**config.mk**
```make
export PLATFORM = sky130hd
export DESIGN_NAME = status_led_pattern_sequencer
export DESIGN_NICKNAME = d
export VERILOG_FILES = /design/src/rtl/core/slps_pkg.sv /design/src/rtl/core/status_led_pattern_sequencer.sv /design/src/rtl/core/slps_front.sv /design/src/rtl/core/slps_queue.sv /design/src/rtl/core/slps_back.sv
export VERILOG_INCLUDE_DIRS = /design/src /design/src/rtl/core
export SDC_FILE = /design/constraint.sdc
export NUM_CORES = 1
export LEC_CHECK = 0
export BUFFER_PORTS_ARGS = -buffer_cell sky130_fd_sc_hd__buf_2
export CAP_MARGIN = 10
export CORE_ASPECT_RATIO = 1.75
export CORE_MARGIN = 2
export CORE_UTILIZATION = 44
export DETAILED_ROUTE_END_ITERATION = 6
export SYNTH_ARGS = -nofsm -noshare
export SYNTH_HDL_FRONTEND = slang
export SYNTH_SLANG_ARGS = --single-unit
```
**constraint.sdc**
```tcl
create_clock -name i_clk -period 7 [get_ports i_clk]
set_clock_uncertainty 0.1 [all_clocks]
set_input_delay 1.4 -clock i_clk [delete_from_list [all_inputs] [get_ports i_clk]]
set_output_delay 1.4 -clock i_clk [all_outputs]
set_load 0.01 [all_outputs]
```
**src/rtl/core/assert_macros.svh**
```systemverilog
// Assertion macros shared by the status LED sequencer RTL.
// No dependencies; included by the files that carry assertions.
`ifndef ASSERT_MACROS_SVH
`define ASSERT_MACROS_SVH

// Check a property on every rising edge outside reset.
`define SLPS_ASSERT(label, clk, rst_n, prop) \
    label: assert property (@(posedge clk) disable iff (!(rst_n)) (prop)) \
        else $error("%m: check failed");

// Check that a condition never holds outside reset.
`define SLPS_NEVER(label, clk, rst_n, cond) \
    `SLPS_ASSERT(label, clk, rst_n, !(cond))

`endif

```
**src/rtl/core/slps_pkg.sv**
```systemverilog
// Shared types and constants of the status LED pattern sequencer.
// No dependencies; used by every module of the block.
package slps_pkg;

    localparam int TIME_W = 17;
    localparam logic [TIME_W-1:0] TIME_MAX = 17'h1FFFF;

    // Input kinds
    localparam logic [1:0] KIND_TICK = 2'd0;
    localparam logic [1:0] KIND_MODE = 2'd1;
    localparam logic [1:0] KIND_PROG = 2'd2;

    // Modes
    localparam logic [2:0] MODE_BOOT     = 3'd0;
    localparam logic [2:0] MODE_DISARMED = 3'd1;
    localparam logic [2:0] MODE_ARMED    = 3'd2;
    localparam logic [2:0] MODE_ALARM    = 3'd3;
    localparam logic [2:0] MODE_LINK     = 3'd4;

    // Register indexes
    localparam logic [2:0] REG_DARK_TIMEOUT = 3'd0;
    localparam logic [2:0] REG_CHASE_PERIOD = 3'd1;
    localparam logic [2:0] REG_STEADY       = 3'd2;
    localparam logic [2:0] REG_PULSE_PERIOD = 3'd3;
    localparam logic [2:0] REG_ALARM_BLINK  = 3'd4;
    localparam logic [2:0] REG_LINK_BLINK   = 3'd5;

    localparam logic [16:0] RST_DARK_TIMEOUT = 17'd60000;
    localparam logic [15:0] RST_CHASE_PERIOD = 16'd100;
    localparam logic [15:0] RST_STEADY       = 16'd1000;
    localparam logic [15:0] RST_PULSE_PERIOD = 16'd30;
    localparam logic [15:0] RST_ALARM_BLINK  = 16'd100;
    localparam logic [15:0] RST_LINK_BLINK   = 16'd500;

    // Pulse levels
    localparam logic [7:0] PULSE_STEP    = 8'd5;
    localparam logic [7:0] PULSE_LOW     = 8'd10;
    localparam logic [7:0] PULSE_HIGH    = 8'd150;
    localparam logic [7:0] PULSE_START   = 8'd50;
    localparam logic [7:0] PULSE_UP_LIM  = 8'd250;
    localparam logic [7:0] LEVEL_FULL    = 8'd255;
    localparam logic [7:0] LEVEL_AMBER_G = 8'd200;

    localparam int PROG_FULL = 100;

    typedef struct packed {
        logic [16:0] dark_timeout_ms;
        logic [15:0] chase_period_ms;
        logic [15:0] steady_refresh_ms;
        logic [15:0] pulse_period_ms;
        logic [15:0] alarm_blink_ms;
        logic [15:0] link_blink_ms;
    } t_cfg;

    // One frame: pixels with lit_lo <= index < lit_hi take the colour, others are off
    typedef struct packed {
        logic [3:0] lit_lo;
        logic [3:0] lit_hi;
        logic [7:0] red;
        logic [7:0] green;
        logic [7:0] blue;
    } t_cmd;

    localparam int QUEUE_DEPTH = 2;

endpackage

```
**src/rtl/core/status_led_pattern_sequencer.sv**
```systemverilog
// Top level of the status LED pattern sequencer: register file, front end, queue, emitter.
// Depends on slps_pkg, slps_front, slps_queue and slps_back.
//
// Use: items arrive on the s_axis channel, one beat per item. tuser carries the kind
// (tick, mode change, progress); tdata carries the new mode and the progress percent.
// Each item that redraws the strip yields one frame of PIXEL_COUNT beats on m_axis,
// pixel 0 first, with tlast on the final pixel. Items that redraw nothing yield no beat.
// An item's frame is written into the queue and then loaded into the emitter once it is
// free. Throughput: one item per cycle is taken while the queue has room; frames leave
// at one pixel per cycle while the receiver is ready, so a stream of redrawing items is
// limited by the single pixel emitter.
// A two-entry frame queue separates intake from output: items keep being taken while a
// pixel waits on a stalled receiver, until two frames are queued; then s_axis_tready drops.
// Stalling m_axis holds the current pixel beat and loses nothing.
// Reset (synchronous, active low) selects boot mode, clears both timers, the chase
// position, pulse level and blink phase, sets the pulse rising, empties the queue and
// loads every timing register with its default. The APB port writes the timing registers
// (byte address 4 * index) and reads them back; writes are meant for idle periods only.
`include "assert_macros.svh"

module status_led_pattern_sequencer #(
    parameter int PIXEL_COUNT = 6
) (
    input  logic        i_clk,
    input  logic        i_rst_n,
    // input item channel
    input  logic        s_axis_tvalid,
    output logic        s_axis_tready,
    input  logic [15:0] s_axis_tdata,   // [2:0] new_mode, [9:3] progress_percent, rest zero
    input  logic [1:0]  s_axis_tuser,   // [1:0] kind
    // pixel channel
    output logic        m_axis_tvalid,
    input  logic        m_axis_tready,
    output logic [31:0] m_axis_tdata,   // [2:0] pixel_index, [10:3] red, [18:11] green,
                                        // [26:19] blue, rest zero
    output logic        m_axis_tlast,   // last_pixel
    // configuration port
    input  logic        psel,
    input  logic        penable,
    input  logic        pwrite,
    input  logic [4:0]  paddr,
    input  logic [31:0] pwdata,
    output logic [31:0] prdata,
    output logic        pready
);

    slps_pkg::t_cfg r_cfg;
    logic [2:0]     w_reg_idx;
    logic           w_wr;

    logic           w_push;
    slps_pkg::t_cmd w_push_cmd;
    logic           w_full;
    logic           w_pop;
    logic           w_q_valid;
    slps_pkg::t_cmd w_q_cmd;

    assign pready    = 1'b1;
    assign w_reg_idx = paddr[4:2];
    assign w_wr      = psel && penable && pwrite && pready;

    // Register file: write on the access beat, ignore indexes past the last register
    always_ff @(posedge i_clk) begin
        if (!i_rst_n) begin
            r_cfg.dark_timeout_ms   <= slps_pkg::RST_DARK_TIMEOUT;
            r_cfg.chase_period_ms   <= slps_pkg::RST_CHASE_PERIOD;
            r_cfg.steady_refresh_ms <= slps_pkg::RST_STEADY;
            r_cfg.pulse_period_ms   <= slps_pkg::RST_PULSE_PERIOD;
            r_cfg.alarm_blink_ms    <= slps_pkg::RST_ALARM_BLINK;
            r_cfg.link_blink_ms     <= slps_pkg::RST_LINK_BLINK;
        end else if (w_wr) begin
            case (w_reg_idx)
                slps_pkg::REG_DARK_TIMEOUT: r_cfg.dark_timeout_ms   <= pwdata[16:0];
                slps_pkg::REG_CHASE_PERIOD: r_cfg.chase_period_ms   <= pwdata[15:0];
                slps_pkg::REG_STEADY:       r_cfg.steady_refresh_ms <= pwdata[15:0];
                slps_pkg::REG_PULSE_PERIOD: r_cfg.pulse_period_ms   <= pwdata[15:0];
                slps_pkg::REG_ALARM_BLINK:  r_cfg.alarm_blink_ms    <= pwdata[15:0];
                slps_pkg::REG_LINK_BLINK:   r_cfg.link_blink_ms     <= pwdata[15:0];
                default: begin
                end
            endcase
        end
    end

    // Read back; unused addresses return zero
    always_comb begin
        case (w_reg_idx)
            slps_pkg::REG_DARK_TIMEOUT: prdata = 32'(r_cfg.dark_timeout_ms);
            slps_pkg::REG_CHASE_PERIOD: prdata = 32'(r_cfg.chase_period_ms);
            slps_pkg::REG_STEADY:       prdata = 32'(r_cfg.steady_refresh_ms);
            slps_pkg::REG_PULSE_PERIOD: prdata = 32'(r_cfg.pulse_period_ms);
            slps_pkg::REG_ALARM_BLINK:  prdata = 32'(r_cfg.alarm_blink_ms);
            slps_pkg::REG_LINK_BLINK:   prdata = 32'(r_cfg.link_blink_ms);
            default:                    prdata = 32'd0;
        endcase
    end

    // Classify items and advance the animation state
    slps_front #(
        .PIXEL_COUNT (PIXEL_COUNT)
    ) u_front (
        .i_clk      (i_clk),
        .i_rst_n    (i_rst_n),
        .i_cfg      (r_cfg),
        .i_valid    (s_axis_tvalid),
        .o_ready    (s_axis_tready),
        .i_kind     (s_axis_tuser),
        .i_new_mode (s_axis_tdata[2:0]),
        .i_percent  (s_axis_tdata[9:3]),
        .o_push     (w_push),
        .o_cmd      (w_push_cmd),
        .i_full     (w_full)
    );

    // Hold up to two pending frames
    slps_queue u_queue (
        .i_clk   (i_clk),
        .i_rst_n (i_rst_n),
        .i_push  (w_push),
        .i_cmd   (w_push_cmd),
        .o_full  (w_full),
        .i_pop   (w_pop),
        .o_valid (w_q_valid),
        .o_cmd   (w_q_cmd)
    );

    // Emit one beat per pixel
    slps_back #(
        .PIXEL_COUNT (PIXEL_COUNT)
    ) u_back (
        .i_clk       (i_clk),
        .i_rst_n     (i_rst_n),
        .i_cmd_valid (w_q_valid),
        .i_cmd       (w_q_cmd),
        .o_pop       (w_pop),
        .o_valid     (m_axis_tvalid),
        .i_ready     (m_axis_tready),
        .o_data      (m_axis_tdata),
        .o_last      (m_axis_tlast)
    );

    // A frame is only taken from the queue when one is waiting there
    `SLPS_NEVER(a_pop_needs_frame, i_clk, i_rst_n, w_pop && !w_q_valid)

endmodule

```
**src/rtl/core/slps_front.sv**
```systemverilog
// Front end: accepts input items, advances the sequencer state and issues frame commands.
// Depends on slps_pkg and assert_macros.svh.
`include "assert_macros.svh"

module slps_front #(
    parameter int PIXEL_COUNT = 6
) (
    input  logic              i_clk,
    input  logic              i_rst_n,
    input  slps_pkg::t_cfg    i_cfg,
    input  logic              i_valid,
    output logic              o_ready,
    input  logic [1:0]        i_kind,
    input  logic [2:0]        i_new_mode,
    input  logic [6:0]        i_percent,
    output logic              o_push,
    output slps_pkg::t_cmd    o_cmd,
    input  logic              i_full
);

    logic [2:0]  r_mode,      n_mode;
    logic [16:0] r_since_ref, n_since_ref;
    logic [16:0] r_since_mc,  n_since_mc;
    logic [2:0]  r_chase,     n_chase;
    logic [7:0]  r_level,     n_level;
    logic        r_rising,    n_rising;
    logic        r_phase,     n_phase;

    logic        w_accept;
    logic        w_emit;
    logic [16:0] w_ref_inc;
    logic [16:0] w_mc_inc;
    logic [9:0]  w_prod;
    logic [3:0]  w_lit;
    logic [7:0]  w_lvl;
    slps_pkg::t_cmd w_cmd;

    assign o_ready  = !i_full;
    assign w_accept = i_valid && !i_full;
    assign o_push   = w_accept && w_emit;
    assign o_cmd    = w_cmd;

    assign w_ref_inc = (r_since_ref == slps_pkg::TIME_MAX) ? r_since_ref : r_since_ref + 17'd1;
    assign w_mc_inc  = (r_since_mc == slps_pkg::TIME_MAX) ? r_since_mc : r_since_mc + 17'd1;
    assign w_prod    = 10'(i_percent) * 10'(PIXEL_COUNT);

    // Lit count of a progress frame: compare against each multiple of one hundred
    always_comb begin
        w_lit = 4'd0;
        for (int k = 1; k <= PIXEL_COUNT; k++) begin
            if (w_prod >= 10'(slps_pkg::PROG_FULL * k)) begin
                w_lit = 4'(k);
            end
        end
    end

    // Next pulse level
    always_comb begin
        if (r_rising) begin
            w_lvl = (r_level > slps_pkg::PULSE_UP_LIM) ? slps_pkg::LEVEL_FULL
                                                       : r_level + slps_pkg::PULSE_STEP;
        end else begin
            w_lvl = (r_level < slps_pkg::PULSE_STEP) ? 8'd0 : r_level - slps_pkg::PULSE_STEP;
        end
    end

    always_comb begin
        n_mode      = r_mode;
        n_since_ref = r_since_ref;
        n_since_mc  = r_since_mc;
        n_chase     = r_chase;
        n_level     = r_level;
        n_rising    = r_rising;
        n_phase     = r_phase;
        w_emit      = 1'b0;
        w_cmd       = '{lit_lo: 4'd0, lit_hi: 4'(PIXEL_COUNT),
                        red: 8'd0, green: 8'd0, blue: 8'd0};
        case (i_kind)
            slps_pkg::KIND_TICK: begin
                n_since_ref = w_ref_inc;
                n_since_mc  = w_mc_inc;
                case (r_mode)
                    slps_pkg::MODE_BOOT: begin
                        if (w_ref_inc > 17'(i_cfg.chase_period_ms)) begin
                            n_since_ref  = 17'd0;
                            w_emit       = 1'b1;
                            w_cmd.lit_lo = {1'b0, r_chase};
                            w_cmd.lit_hi = {1'b0, r_chase} + 4'd1;
                            w_cmd.blue   = slps_pkg::LEVEL_FULL;
                            n_chase      = (r_chase == 3'(PIXEL_COUNT - 1)) ? 3'd0
                                                                            : r_chase + 3'd1;
                        end
                    end
                    slps_pkg::MODE_DISARMED: begin
                        if (w_mc_inc > i_cfg.dark_timeout_ms) begin
                            w_emit = 1'b1;
                        end else if (w_ref_inc > 17'(i_cfg.steady_refresh_ms)) begin
                            n_since_ref = 17'd0;
                            w_emit      = 1'b1;
                            w_cmd.green = slps_pkg::LEVEL_FULL;
                        end
                    end
                    slps_pkg::MODE_ARMED: begin
                        if (w_ref_inc > 17'(i_cfg.pulse_period_ms)) begin
                            n_since_ref = 17'd0;
                            w_emit      = 1'b1;
                            n_level     = w_lvl;
                            if (w_lvl <= slps_pkg::PULSE_LOW || w_lvl >= slps_pkg::PULSE_HIGH) begin
                                n_rising = !r_rising;
                            end
                            w_cmd.red  = w_lvl;
                            w_cmd.blue = {1'b0, w_lvl[7:1]};
                        end
                    end
                    slps_pkg::MODE_ALARM: begin
                        if (w_ref_inc > 17'(i_cfg.alarm_blink_ms)) begin
                            n_since_ref = 17'd0;
                            w_emit      = 1'b1;
                            n_phase     = !r_phase;
                            if (!r_phase) begin
                                w_cmd.red  = slps_pkg::LEVEL_FULL;
                            end else begin
                                w_cmd.blue = slps_pkg::LEVEL_FULL;
                            end
                        end
                    end
                    slps_pkg::MODE_LINK: begin
                        if (w_ref_inc > 17'(i_cfg.link_blink_ms)) begin
                            n_since_ref = 17'd0;
                            w_emit      = 1'b1;
                            n_phase     = !r_phase;
                            if (!r_phase) begin
                                w_cmd.red   = slps_pkg::LEVEL_FULL;
                                w_cmd.green = slps_pkg::LEVEL_AMBER_G;
                            end
                        end
                    end
                    default: begin
                    end
                endcase
            end
            slps_pkg::KIND_MODE: begin
                if (i_new_mode <= slps_pkg::MODE_LINK) begin
                    n_mode     = i_new_mode;
                    n_since_mc = 17'd0;
                    n_level    = slps_pkg::PULSE_START;
                    w_emit     = 1'b1;
                end
            end
            slps_pkg::KIND_PROG: begin
                w_emit       = 1'b1;
                w_cmd.lit_hi = w_lit;
                w_cmd.green  = slps_pkg::LEVEL_FULL;
                w_cmd.blue   = (i_percent >= 7'(slps_pkg::PROG_FULL)) ? 8'd0
                                                                      : slps_pkg::LEVEL_FULL;
            end
            default: begin
            end
        endcase
    end

    always_ff @(posedge i_clk) begin
        if (!i_rst_n) begin
            r_mode      <= slps_pkg::MODE_BOOT;
            r_since_ref <= 17'd0;
            r_since_mc  <= 17'd0;
            r_chase     <= 3'd0;
            r_level     <= 8'd0;
            r_rising    <= 1'b1;
            r_phase     <= 1'b0;
        end else if (w_accept) begin
            r_mode      <= n_mode;
            r_since_ref <= n_since_ref;
            r_since_mc  <= n_since_mc;
            r_chase     <= n_chase;
            r_level     <= n_level;
            r_rising    <= n_rising;
            r_phase     <= n_phase;
        end
    end

    // A valid mode change restarts the mode timer and the pulse level
    `SLPS_ASSERT(a_mode_change_restart, i_clk, i_rst_n,
        (w_accept && i_kind == slps_pkg::KIND_MODE && i_new_mode <= slps_pkg::MODE_LINK)
        |=> (r_since_mc == 17'd0 && r_level == slps_pkg::PULSE_START))

endmodule

```
**src/rtl/core/slps_queue.sv**
```systemverilog
// Short command queue between the front end and the pixel emitter.
// Depends on slps_pkg and assert_macros.svh.
`include "assert_macros.svh"

module slps_queue (
    input  logic           i_clk,
    input  logic           i_rst_n,
    input  logic           i_push,
    input  slps_pkg::t_cmd i_cmd,
    output logic           o_full,
    input  logic           i_pop,
    output logic           o_valid,
    output slps_pkg::t_cmd o_cmd
);

    localparam int DEPTH = slps_pkg::QUEUE_DEPTH;
    localparam int PTR_W = (DEPTH > 1) ? $clog2(DEPTH) : 1;
    localparam int CNT_W = $clog2(DEPTH + 1);

    slps_pkg::t_cmd   r_slot [DEPTH];
    logic [PTR_W-1:0] r_wptr;
    logic [PTR_W-1:0] r_rptr;
    logic [CNT_W-1:0] r_count;
    logic             w_do_push;
    logic             w_do_pop;

    assign o_full    = (r_count == CNT_W'(DEPTH));
    assign o_valid   = (r_count != '0);
    assign o_cmd     = r_slot[r_rptr];
    assign w_do_push = i_push && !o_full;
    assign w_do_pop  = i_pop && o_valid;

    always_ff @(posedge i_clk) begin
        if (w_do_push) begin
            r_slot[r_wptr] <= i_cmd;
        end
    end

    always_ff @(posedge i_clk) begin
        if (!i_rst_n) begin
            r_wptr  <= '0;
            r_rptr  <= '0;
            r_count <= '0;
        end else begin
            if (w_do_push) begin
                r_wptr <= (r_wptr == PTR_W'(DEPTH - 1)) ? '0 : r_wptr + 1'b1;
            end
            if (w_do_pop) begin
                r_rptr <= (r_rptr == PTR_W'(DEPTH - 1)) ? '0 : r_rptr + 1'b1;
            end
            if (w_do_push && !w_do_pop) begin
                r_count <= r_count + 1'b1;
            end else if (w_do_pop && !w_do_push) begin
                r_count <= r_count - 1'b1;
            end
        end
    end

    `SLPS_NEVER(a_no_push_when_full, i_clk, i_rst_n, i_push && o_full)
    `SLPS_ASSERT(a_count_in_range, i_clk, i_rst_n, r_count <= CNT_W'(DEPTH))

endmodule

```
**src/rtl/core/slps_back.sv**
```systemverilog
// Back end: expands one frame command into one beat per pixel with a registered index.
// Depends on slps_pkg and assert_macros.svh.
`include "assert_macros.svh"

module slps_back #(
    parameter int PIXEL_COUNT = 6
) (
    input  logic           i_clk,
    input  logic           i_rst_n,
    input  logic           i_cmd_valid,
    input  slps_pkg::t_cmd i_cmd,
    output logic           o_pop,
    output logic           o_valid,
    input  logic           i_ready,
    output logic [31:0]    o_data,
    output logic           o_last
);

    logic           r_busy;
    logic [2:0]     r_idx;
    slps_pkg::t_cmd r_cmd;
    logic           w_beat;
    logic           w_lit;

    assign o_valid = r_busy;
    assign o_last  = (r_idx == 3'(PIXEL_COUNT - 1));
    assign w_beat  = r_busy && i_ready;
    assign o_pop   = i_cmd_valid && (!r_busy || (w_beat && o_last));
    assign w_lit   = ({1'b0, r_idx} >= r_cmd.lit_lo) && ({1'b0, r_idx} < r_cmd.lit_hi);

    // bits: index, red, green, blue, zero pad
    assign o_data = {5'd0,
                     w_lit ? r_cmd.blue  : 8'd0,
                     w_lit ? r_cmd.green : 8'd0,
                     w_lit ? r_cmd.red   : 8'd0,
                     r_idx};

    always_ff @(posedge i_clk) begin
        if (o_pop) begin
            r_cmd <= i_cmd;
        end
    end

    always_ff @(posedge i_clk) begin
        if (!i_rst_n) begin
            r_busy <= 1'b0;
            r_idx  <= 3'd0;
        end else if (o_pop) begin
            r_busy <= 1'b1;
            r_idx  <= 3'd0;
        end else if (w_beat) begin
            if (o_last) begin
                r_busy <= 1'b0;
            end else begin
                r_idx <= r_idx + 3'd1;
            end
        end
    end

    // A taken beat that is not the last one moves to the next pixel
    `SLPS_ASSERT(a_pixel_advance, i_clk, i_rst_n,
        (w_beat && !o_last) |=> (r_busy && r_idx == $past(r_idx) + 3'd1))

endmodule

```
# [Yosys cells after proc, flatten, opt, wreduce, memory -nomap -nowiden]
# Memory sizes are Yosys's and may differ from the RTL's. A register that Yosys moved wholly into a read port is not among the register bits.
# Cells that the tools add are included.
[totals] inputBits=62 rom_bits=0 regBits=159 memories=1 elab_cells=191 out_inout_bits=68 latch_bits=0 ramBits=62
[op_classes] eq_ne=21 addsub=11 div=0 reduce_logical=45 order_cmp=20 shift=0 n_mux=71 multipliers=1 bitwise=2
[memory_table] memory="u_queue.r_slot" depth=2 width=31 read_ports=1 rd_ports_with_merged_regs=1 write_ports=1 line="slps_queue.sv:20" rtl="slps_pkg::t_cmd r_slot [DEPTH];"
[ops] op="$mux 17" n=9
[ops] op="$mux 8" n=19
[ops] op="$pmux 17 s6" n=1
[ops] op="$gt 17x16->1" n=5
[ops] op="$pmux 17 s5" n=1
[ops] op="$pmux 8 s3" n=2
[ops] op="$add 17x1->17 const B" n=2
[ops] op="$eq 17x17->1 const B" n=2
[ops] op="$pmux 17 s2" n=1
[ops] op="$mux 16" n=2
[ops] op="$pmux 16 s2" n=1
[ops] op="$pmux 8 s2" n=2
[ops] op="$ge 10x9->1 const B" n=3
[ops] op="$mux 7" n=3
[ops] op="$reduce_and 2->1" n=9
[ops] op="$gt 17x17->1" n=1
[ops] op="$mux 1" n=17
[ops] op="$eq 3x3->1 const B" n=5
[ops] op="$mux 3" n=5
[ops] op="$reduce_and 5->1" n=3
[ops] op="$eq 3x2->1 const B" n=4
[ops] op="$logic_and 1x1->1" n=12
[ops] op="$reduce_bool 2->1" n=6
[ops] op="$ge 10x10->1 const B" n=1
[ops] op="other kinds (36)" n=55

# [Depth between registers and ports, before layout]
[logic_depth] ltp_word=13 mapped_depth=21 ltp_nobuf=20

# [Hierarchy]
# From an unflattened synthesis, not the netlist that was laid out.
[unflattened] hier_cells=1638 area_unflattened_um2=15343.5
[modules_own_cells] mod="slps_front" seq_area_each_um2=1001.0 area_each_um2=6685.2 cells_per_inst=926 instances=1
[modules_own_cells] mod="status_led_pattern_sequencer" seq_area_each_um2=1941.9 area_each_um2=4600.7 cells_per_inst=483 instances=1
[modules_own_cells] mod="slps_queue" seq_area_each_um2=2021.9 area_each_um2=2538.7 cells_per_inst=125 instances=1
[modules_own_cells] mod="slps_back" seq_area_each_um2=1041.0 area_each_um2=1519.0 cells_per_inst=104 instances=1

# [Least setup slack after synthesis]
# Ideal clock, no wire load.
[synth_path] kind="flip-flop to flip-flop" start="register u_front.r_since_ref[0]" end="memory u_queue.r_slot[0][0] in the netlist's numbering, enable pin" t_arrival_ps=4604 synth_period_minus_slack_ps=5113 setup_slack_ps=1887 t_required_ps=6490 path_stages_with_launch=19 setup_time_ps=410 path_buffers=1 cell_sequence="dfxtp_1 -> ha_1 -> nand3_1 -> nor4_2 -> a211oi_1 -> and3_1 -> clkbuf_1 -> nand3_1 -> nor2_1 -> xor2_1 -> ha_1 -> nand3_1 -> nor3_1 -> and3_1 -> a211oi_1 -> o2bb2ai_1 -> nand4bb_1 -> o31a_1 -> nor2b_1"
[synth_between] elab_chain_cells=11 elab_cells_between_ends=20 cone_classes="add/sub (1); order compare (5); eq/ne (1); mux (11); reduce/logical (2)"
[synth_lines] item="from (decl)" line="slps_front.sv:22" rtl="logic [16:0] r_since_ref, n_since_ref;"
[synth_lines] item="from (signal assigned)" line="slps_front.sv:173" rtl="r_since_ref <= n_since_ref;"
[synth_lines] item="$add 17x1->17 or $eq 17x17->1 (tied branches)" line="slps_front.sv:43" rtl="assign w_ref_inc = (r_since_ref == slps_pkg::TIME_MAX) ? r_since_ref : r_since_ref + 17'd1;"
[synth_lines] item="$mux 17 *" line="slps_front.sv:43"
[synth_lines] item="$gt 17x16->1" line="slps_front.sv:97" rtl="end else if (w_ref_inc > 17'(i_cfg.steady_refresh_ms)) begin"
[synth_lines] item="$mux 1" line="slps_front.sv:97"
[synth_lines] item="$mux 1" line="slps_front.sv:95" rtl="if (w_mc_inc > i_cfg.dark_timeout_ms) begin"
[synth_lines] item="$pmux 1 s5 *" line="slps_front.sv:82" rtl="case (r_mode)"
[synth_lines] item="$pmux 1 s3 *" line="slps_front.sv:78" rtl="case (i_kind)"
[synth_lines] item="$logic_and 1x1->1 *" line="slps_front.sv:40" rtl="assign o_push = w_accept && w_emit;"
[synth_lines] item="$logic_and 1x1->1 *" line="slps_queue.sv:30" rtl="assign w_do_push = i_push && !o_full;"
[synth_lines] item="named net u_queue.w_do_push" line="slps_queue.sv:24" rtl="logic w_do_push;"
[synth_lines] item="$mux 1 *" line="slps_queue.sv:34" rtl="if (w_do_push) begin"
[synth_lines] item="$mux 1 (implied by the code) *" line="slps_queue.sv:35" rtl="r_slot[r_wptr] <= i_cmd;"
[synth_lines] item="to (decl)" line="slps_queue.sv:20"
# Mark *: on every way through the listed nets, which the timed path passes. The rest lies on a longest branch.

# [Worst setup path in the final report]
[layout_path] start="register u_front.r_since_ref[5]" end="register u_queue.r_count[1]"
[layout_between] elab_chain_cells=12 elab_cells_between_ends=23 cone_classes="add/sub (1); order compare (5); eq/ne (1); mux (10); reduce/logical (6)"
[layout_lines] item="$add 17x1->17 or $eq 17x17->1 (tied branches)" line="slps_front.sv:43"
[layout_lines] item="$mux 17 *" line="slps_front.sv:43"
[layout_lines] item="$gt 17x16->1" line="slps_front.sv:97"
[layout_lines] item="$mux 1" line="slps_front.sv:97"
[layout_lines] item="$mux 1" line="slps_front.sv:95"
[layout_lines] item="$pmux 1 s5 *" line="slps_front.sv:82"
[layout_lines] item="$pmux 1 s3 *" line="slps_front.sv:78"
[layout_lines] item="$logic_and 1x1->1 *" line="slps_front.sv:40"
[layout_lines] item="$logic_and 1x1->1 *" line="slps_queue.sv:30"
[layout_lines] item="named net u_queue.w_do_push" line="slps_queue.sv:24"
[layout_lines] item="$logic_not 1->1" line="slps_queue.sv:53" rtl="end else if (w_do_pop && !w_do_push) begin"
[layout_lines] item="$logic_and 1x1->1" line="slps_queue.sv:53"
[layout_lines] item="$reduce_bool 2->1 (no source line)"
[layout_lines] item="to (signal assigned)" line="slps_queue.sv:52" rtl="r_count <= r_count + 1'b1;"
[layout_lines] item="to (signal assigned)" line="slps_queue.sv:54" rtl="r_count <= r_count - 1'b1;"
[layout_lines] item="to (decl)" line="slps_queue.sv:23" rtl="logic [CNT_W-1:0] r_count;"
# Marks and branches as above.
# A chain may end at the register's enable or synchronous reset.

==> flow_metrics.tcl <==
set metrics [dict create \
    outcome "completed" \
    wl_per_cell_um 19.0 \
    p_leak_nw 6.41 \
    gp_congestion 0.947 \
    slew_violations 0 \
    initialDrtViolationCount 646 \
    yosysTopAreaCellShare 0.218 \
    grtUsageTotal 0.231 \
    final_cell_area_mm2 0.0157 \
    synth_flop_cell "dfxtp_1" \
    rows 87 \
    switchingPower_w 0.000921 \
    synth_enable_flop_cells 75 \
    criticalPathCategory "reg2reg" \
    p_int_w 0.00256 \
    place_area_mm2 0.0148 \
    final_nets 1846 \
    post_cts_buffers 0 \
    power.share.clock 0.405 \
    syn_inst 1615 \
    clk_latency_ns 0.54 \
    cp-start-kind "flop" \
    fin_cells 2077 \
    p_seq_frac 0.440 \
    drive_gt1_frac 0.114 \
    grt_pass1_wl_um 62400 \
    max_slew.worst_pin.slew_ns 1.14 \
    vdd_drop_max_uv 272 \
    cts.htree.levels 1 \
    cts_buffers 23 \
    initial_core_util 0.444 \
    combinationalPowerShare 0.155 \
    final-hold-violation-count 0 \
    cts_resized 0 \
    die_x_um 140 \
    critPathCaptureType "flop" \
    cts_tree "yes" \
    synthMostInstantiatedCell "nand2_1" \
    ctsHoldBuffers 0 \
    core_region_area_mm2 0.0320 \
    insertedDiodeCount 0 \
    layout_setup_ws_ns 1.21 \
    placed_cells 2035 \
    dr.pass1.iters 6 \
    critical_path_required_ns 7.36 \
    ys.warnings.count 0 \
    tns_ns 0 \
    cts_buffer_depth 3 \
    synthArstFlopShare 0 \
    avgViaCountPerCell 5.62 \
    vias 11667 \
    synthTopCellsByCount "nand2_1, dfxtp_1, inv_1" \
    cts_root_buf "clkbuf_16" \
    setup_violations 0 \
    hpwl_um 29700 \
    path_clk_slew_ns 0.07 \
    p_total_w 0.00348 \
    rsz0062_at_grt "no" \
    preCtsSetupSlack_ns 1.26 \
    area_growth_syn_to_layout_pct 10.3 \
    yosysUniqueCellTypes 90 \
    filler_cell_count 3118 \
    ios 130 \
    yosys.area.top_type "dfxtp_1" \
    grt-ovfl-total 0 \
    ys_seq_area_frac 0.377 \
    crit_path_max_fanout 7 \
    slew_headroom 0.242 \
    hold_class "reg2reg" \
    grt_antenna_before_repair 0 \
    crit_arrival_ns 6.15 \
    fin_crit_ns 5.79 \
    fmax_mhz 173 \
    antenna_left 0 \
    wl_um 39500 \
    grt_max_degree 80 \
    drc 0 \
    synth_seq_cells 230 \
    port_buffers 85 \
    die-area_mm2 0.0338 \
    syn_area_per_cell_um2 8.80 \
    powerDensity_mw_per_mm2 222 \
    sw_frac_of_total 0.265 \
    clock-sinks 230 \
    synthTopCellsByArea "dfxtp_1, edfxtp_1, ha_1, nand2_1, a21boi_0" \
    synth_area_mm2 0.0142 \
    post-route-period-util 0.828 \
    grt_pass1_vias 11591 \
    maxCapViolCount 0 \
    die_h_um 242 \
]
==> layout by cell type (no fill, tap or decap), drive strengths merged, types with 5 or more instances in the layout <==
cell type,Yosys,layout
nand2,252,252
dfxtp,155,155
inv,126,128
ha,123,123
buf,36,95
a21boi,80,80
edfxtp,75,75
nor2,74,74
a21oi,73,73
a22oi,57,57
o21ai,45,45
nand3,41,41
and2,39,39
o211ai,35,35
xnor2,31,31
nor3,31,31
nand4,29,29
mux2,28,28
nor2b,26,26
clkbuf,57,26
xor2,25,25
a21o,22,22
conb,2,21
and3,16,16
nand2b,14,14
a211oi,14,14
o21a,8,8
a31oi,7,7
a211o,7,7
bufinv,1,7
o21bai,6,6
o31a,5,5
or3,5,5
and4,5,5
nor4,5,5
clkinv,0,5
==> power by group through the flow <==
stage | Combinational, W | Clock [W] | Sequential (W)
2_1_floorplan | 0.000393 | 0 | 0.00155
3_3_place_gp | 0.000536 | 0 | 0.00156
3_5_place_dp | 0.000545 | 0 | 0.00156
4_1_cts | 0.000548 | 0.00144 | 0.00153
5_1_grt | 0.000597 | 0.00149 | 0.00154
6_report | 0.000538 | 0.00141 | 0.00153
==> cell type report <==
| cell class | instances | area [µm²] | share of cell area |
|---|---|---|---|
| Sequential cell | 230 | 5360 | 0.341 |
| Tap cell | 400 | 500 | 0.0319 |
| Timing Repair Buffer | 95 | 503 | 0.0321 |
| Multi-Input combinational cell | 1183 | 7980 | 0.509 |
| Inverter | 127 | 490 | 0.0313 |
| Clock buffer | 26 | 607 | 0.0387 |
| Clock inverter | 16 | 249 | 0.0159 |
==> final timing paths <==
path,slack (ns),end,cells after the start,start
worst max-delay path,1.21,u_queue.r_count[1]$_SDFFE_PN0P_,18,u_front.r_since_ref[5]$_SDFFE_PN0P_
worst min-delay path,0.38,r_cfg[10]$_SDFFE_PN0P_,2,r_cfg[10]$_SDFFE_PN0P_
worst max register to register,1.21,u_queue.r_count[1]$_SDFFE_PN0P_,18,u_front.r_since_ref[5]$_SDFFE_PN0P_
worst min register to register,0.38,r_cfg[10]$_SDFFE_PN0P_,2,r_cfg[10]$_SDFFE_PN0P_
==> layer usage <==
| metal | GRT usage | wire [µm] | share of wire | vias to the layer above |
|---|---|---|---|---|
| met3 | 0.0204 | 1440 | 0.036 | 106 |
| li1 | - | - | - | 5763 |
| met5 | 0 | 0 | 0 | - |
| met2 | 0.447 | 21400 | 0.54 | 264 |
| met1 | 0.246 | 14700 | 0.37 | 5534 |
| met4 | 0.112 | 2060 | 0.052 | 0 |
==> per-stage QoR <==
stage	hold WS, ns	util
2_1_floorplan	0.351	-
3_3_place_gp	0.369	0.463
3_5_place_dp	0.377	0.463
4_1_cts	0.386	0.490
5_1_grt	0.411	0.490
6_report	0.382	0.490
==> sequential cells by signal (all words and copies together), names as in the netlist <==
name and cells:
u_front.r_mode 3, u_front.r_phase 1, u_front.r_since_ref 17, u_queue.r_count 2
u_front.r_since_mc 17, r_cfg 97, u_queue.r_rptr 1, u_front.r_rising 1
u_back.o_valid 1, u_back.r_cmd 25, u_front.r_chase 3, u_front.r_level 8
u_queue.r_slot 50, u_queue.r_wptr 1, u_back.r_idx 3
==> worst max-delay path: stages, from the launching register on <==
cell       delay (ns)
dfxtp_1          0.46
nand4_1          0.21
nor4_2           0.45
nand2_1          0.19
and3_1           0.27
and2_1           0.22
and3_1           0.20
xor2_1           0.39
ha_1             0.35
a211oi_1         0.25
nor2_1           0.08
a2111oi_0        0.57
a211oi_1         0.31
o2bb2ai_1        0.22
nand4bb_1        0.20
o31a_1           0.34
ha_1             0.36
or3_1            0.35
a21boi_0         0.18
==> logic make-up after synthesis <==
family / count (synthesis) / share of synthesized area
adder cells (fa/ha/maj): 124 / 0.110
multiplexers: 32 / 0.0250
XOR/XNOR: 56 / 0.0345
flip-flops: 230 / 0.377
AND/OR/NAND/NOR: 555 / 0.187
buffers and inverters: 221 / 0.0702
AO/OA/AOI/OAI: 395 / 0.197
other: 2 / 0.000528
Power figures use the tool's default switching activity.
